File: config.mk
export PLATFORM = sky130hd
export DESIGN_NAME = ple_cell
export DESIGN_NICKNAME = d
export VERILOG_FILES = /design/src/ple_pkg.sv /design/src/ple_cell.sv
export SDC_FILE = /design/constraint.sdc
export NUM_CORES = 1
export LEC_CHECK = 0
export ABC_AREA = 1
export BUFFER_PORTS_ARGS = -buffer_cell sky130_fd_sc_hd__clkbuf_2
export CAP_MARGIN = 20
export CORE_MARGIN = 2
export CORE_UTILIZATION = 40
export DETAILED_ROUTE_END_ITERATION = 10
export PLACE_DENSITY = 0.86
export SYNTH_ARGS = -nofsm -noshare
export SYNTH_HDL_FRONTEND = slang
export SYNTH_SLANG_ARGS = --single-unit
File: constraint.sdc
create_clock -name i_clk -period 4.3 [get_ports i_clk]
set_input_delay 0.645 -clock i_clk [delete_from_list [all_inputs] [get_ports i_clk]]
set_output_delay 0.645 -clock i_clk [all_outputs]
set_load 0.05 [all_outputs]
File: src/ple_pkg.sv
// Shared types and codes for the positional list engine.
`default_nettype none

package ple_pkg;

    localparam int DATA_W  = 32;
    localparam int POS_W   = 6;
    localparam int LEN_W   = 7;
    localparam int OP_W    = 2;
    localparam int ST_W    = 2;

    // request codes
    localparam logic [OP_W-1:0] OP_INSERT = 2'd0;
    localparam logic [OP_W-1:0] OP_GET    = 2'd1;
    localparam logic [OP_W-1:0] OP_DELETE = 2'd2;
    localparam logic [OP_W-1:0] OP_CLEAR  = 2'd3;

    // status codes
    localparam logic [ST_W-1:0] ST_OK    = 2'd0;
    localparam logic [ST_W-1:0] ST_RANGE = 2'd1;
    localparam logic [ST_W-1:0] ST_FULL  = 2'd2;

    // cell commands
    localparam logic [1:0] CELL_HOLD = 2'd0;
    localparam logic [1:0] CELL_INS  = 2'd1;
    localparam logic [1:0] CELL_DEL  = 2'd2;

    localparam logic [LEN_W-1:0] CAP_RESET = 7'd64;

    typedef struct packed {
        logic [1:0]        op;
        logic [LEN_W-1:0]  pos;
        logic [DATA_W-1:0] value;
    } t_cell_cmd;

endpackage

`default_nettype wire

File: src/ple_cell.sv
// One list slot: holds an entry and shifts with its neighbors on insert or delete.
`default_nettype none

module ple_cell
    import ple_pkg::*;
#(
    parameter int IDX = 0
) (
    input  wire logic              i_clk,
    input  wire t_cell_cmd         i_cmd,
    input  wire logic [DATA_W-1:0] i_prev,
    input  wire logic [DATA_W-1:0] i_next,
    output logic      [DATA_W-1:0] o_q
);

    logic [DATA_W-1:0] r_q;
    logic [DATA_W-1:0] n_q;

    always_comb begin
        n_q = r_q;
        unique case (i_cmd.op)
            CELL_INS: begin
                if (IDX > int'(i_cmd.pos)) begin
                    n_q = i_prev;
                end else if (IDX == int'(i_cmd.pos)) begin
                    n_q = i_cmd.value;
                end
            end
            CELL_DEL: begin
                if (IDX >= int'(i_cmd.pos)) begin
                    n_q = i_next;
                end
            end
            default: n_q = r_q;
        endcase
    end

    always_ff @(posedge i_clk) begin
        r_q <= n_q;
    end

    assign o_q = r_q;

endmodule

`default_nettype wire

* Word level (Yosys, flattened, before mapping)
Cells that the tools add are included.
** Word-level totals
- Logic and storage cells :: 12
- Bits in registers :: 32
- Output and inout port bits :: 32
** Operators by class
- Reductions and logical operators :: 3
- $lt $le $gt $ge :: 1
- Multiplexer cells :: 3
- Equality and inequality tests :: 4
** Operator list (count)
- $mux 32 :: 2
- $pmux 32 s2 :: 1
- $ge 1x7->1 const A :: 1
- $logic_not 7->1 :: 1
- $ne 2x2->1 const B :: 2
- $reduce_and 3->1 :: 1
- $eq 2x1->1 const B :: 1
- $eq 2x2->1 const B :: 1
- $reduce_bool 2->1 :: 1

* Depth between registers and ports, before layout
- Word-level depth :: 3
- Depth in mapped cells :: 5

* Worst setup path before layout
Ideal clock, no wire load.
- Path type :: input to register
- Start :: input port i_cmd[40] (netlist bit)
- End :: register r_q[0] (netlist: o_q[0]) (enable)
- Arrival :: 2.283 ns
- Stages on the path :: 3
- Path slack :: 1.596 ns
- Data required time :: 3.878 ns
- Library setup time :: 0.422 ns
- Cells stage by stage :: buf_4 xnor2_1 nor2_1
** Between the ends
- Word-level cells in the longest chain between the ends :: 3
- Elaborated cells between the ends (all ways) :: 6
- Those cells by class :: eq/ne: 4; reduce/logical: 2
** RTL lines
- start: declaration :: line ple_cell.sv:10 : input wire t_cell_cmd i_cmd,
- $eq 2x2->1 or $eq 2x1->1 (tied branches) :: line ple_cell.sv:21 : unique case (i_cmd.op)
- $ne 2x2->1 (no source line) or $reduce_bool 2->1 (tied branches)
- $reduce_and 3->1 (no source line) (*)
- end signal: assignment :: line ple_cell.sv:39 : r_q <= n_q;
- end: declaration :: line ple_cell.sv:16 : logic [DATA_W-1:0] r_q;
Every way passes the cells marked *; elsewhere a longest branch is shown, timed or not.
A chain may end at the register's enable or synchronous reset.

* Final worst setup path
- Start :: input port i_cmd[40] (netlist bit)
- End :: register r_q[13] (netlist: o_q[13]) (enable)
The elaborated chain is that of the path after synthesis.

==> summary.txt <==
Status
  – Status: finished clean

Placement
  – PortBufs: 105
  – RePlAce Congestion: 0.6808
  – DPL Wire Length: 2491 µm

Timing
  – Min Clock Period, post-route: 2261 ps
  – Normalized max-slew margin: 40.95%
  – Setup-failing EPs final: 0
  – F_max: 0.4423 GHz
  – RSZ-0062 raised after global routing: false
  – Tightest Pin Transition: 883.7 ps
  – Final hold viol count: 0
  – Final period utilization: 52.58%
  – Setup TNS: 0 ps
  – Worst Hold Slack: 631.0 ps
  – Max Transition Viols Final: 0

Clocking
  – Clock transition at path regs: 70 ps
  – CTS max path bufs: 2
  – Clock Tree Root: clkbuf_8
  – Post-CTS resize count: 0
  – Setup bufs post-CTS: 0
  – Hold-fix buffers at CTS: 0
  – CTS Buf Count: 5
  – Clock sinks: 32
  – CTS tree: yes
  – H-tree depth: 2

Power
  – PwrDens: 303.1 nW/µm²
  – Peak supply drop: 170.0 µV
  – Leak: 1.088 nW
  – Power Total: 0.6378 mW

Routing
  – Via density: 4.556
  – First drt pass iteration count: 4
  – WL final: 3435 µm
  – DR iter-0 viols: 75
  – DR WL/cell: 11.30 µm
  – Remaining DRCs: 0
  – Final ANT Viol Nets: 0
  – Via count: 1385

GRT
  – Vias in the first global route: 1339
  – Total track usage: 17.58%
  – Pin count of the biggest net entering global routing: 35
  – Antenna violations before repair: 0
  – Grt total ovfl: 0
  – First-pass GRT wire length: 5678 µm

Setup path
  – Crit path kind: input port to flip-flop
  – Crit path DAT: 2150 ps
  – CP endpoint kind: flip-flop
  – Worst-path maximum fanout: 34
  – CP required: 4190 ps
  – CP Launch Type: input port

Final layout
  – Nets@finish: 362
  – N_diodes: 0
  – Number of flip-flops under the largest register name: 32
  – Commonest non-fill, non-tap cells in the layout: 105 x clkbuf_2, 68 x nand2_1, 32 x nand3_1, 32 x edfxtp_1, 6 x inv_1
  – Layout Utilization: 57.48%
  – P&R area growth vs syn: 39.12%
  – Layout cells sized above 1: 44.53%
  – Commonest non-fill, non-tap cell in the layout: clkbuf_2

Yosys
  – Top post-synthesis cells by area: edfxtp_1 64%, nand2_1 17%, nand3_1 11%
  – Synthesis warning total: 0
  – Mapped Area: 1513 µm²
  – Yosys reg bits: 32
  – Synth cell types: 12
  – Mean Syn Cell Area: 9.823 µm²
  – Mapped Nets: 260
  – Register area share after synthesis: 63.52%
  – Post-synth top area share: 63.52%
  – Leading area contributor after synthesis: edfxtp_1
  – Cells after Synth: 154

Floorplanning
  – Die X: 65.50 µm
  – Num rows: 22
  – I/O pin count: 138
  – Die height: 65.50 µm
  – Die ar.: 4290 µm²
  – Initial Util: 41.32%
  – Core area: 3661 µm²

Job
  – Max cap viols: 0

Worst hold path
  – Hold Crit Class: input port to flip-flop
  – Hold path cells: 3
==> final timing paths <==
kind / startpoint / to
max: i_cmd[40] / o_q[13]$_DFFE_PP_
min: i_cmd[9] / o_q[9]$_DFFE_PP_
==> cell usage after synthesis, drive strengths merged <==
master   n
nor2     3
clkbuf   2
buf      8
nand3   32
xnor2    1
nand2   69
edfxtp  32
inv      7
==> final cells by class <==
type	instances	area, µm²
Timing Repair Buffer	105	525.5
Inverter	7	26.28
Multi-Input combinational cell	105	454.2
Fill cell	349	1556
Clock buffer	6	72.57
Tap cell	48	60.06
Clock inverter	1	5.005
Sequential cell	32	960.9
==> cells by family (layout without fill, tap and decap cells) <==
group                  Yosys count  after routing  share of synthesized area (%)
buffers and inverters           17            119                          6.947
XOR/XNOR                         1              1                         0.5791
AND/OR/NAND/NOR                104            104                          28.95
flip-flops                      32             32                          63.52
==> layer usage <==
layer  track usage, %  wire length (µm)  vias to the layer above
met4            7.031                68                        0
met5                0                 0                        -
met3            5.651               270                        9
li1                 -                 -                      711
met1            20.11              1311                      602
met2            30.36              1784                       63
==> worst max-delay path: stages <==
cell	delay, ps
clkbuf_2	550
xnor2_1	210
nor2_4	740
==> through the flow <==
| step | cell area, µm² | std cells | setup slack (ps) |
|---|---|---|---|
| final | 2105 | 304 | 2039 |
| after global routing | 2105 | 304 | 1951 |
| after CTS | 2105 | 304 | 2024 |
| after detailed placement | 2027 | 297 | 1729 |
| after global placement | 2027 | 297 | 1789 |
| after floorplan | 1513 | 154 | 1596 |
==> report_power, final <==
part | total [mW] | switching (mW) | internal [mW]
logic | 0.0810 | 0.0436 | 0.0375
clock network | 0.209 | 0.0993 | 0.110
registers | 0.348 | 0.000305 | 0.347
total | 0.638 | 0.143 | 0.495
Note: power is estimated with default switching activity, not from simulation.
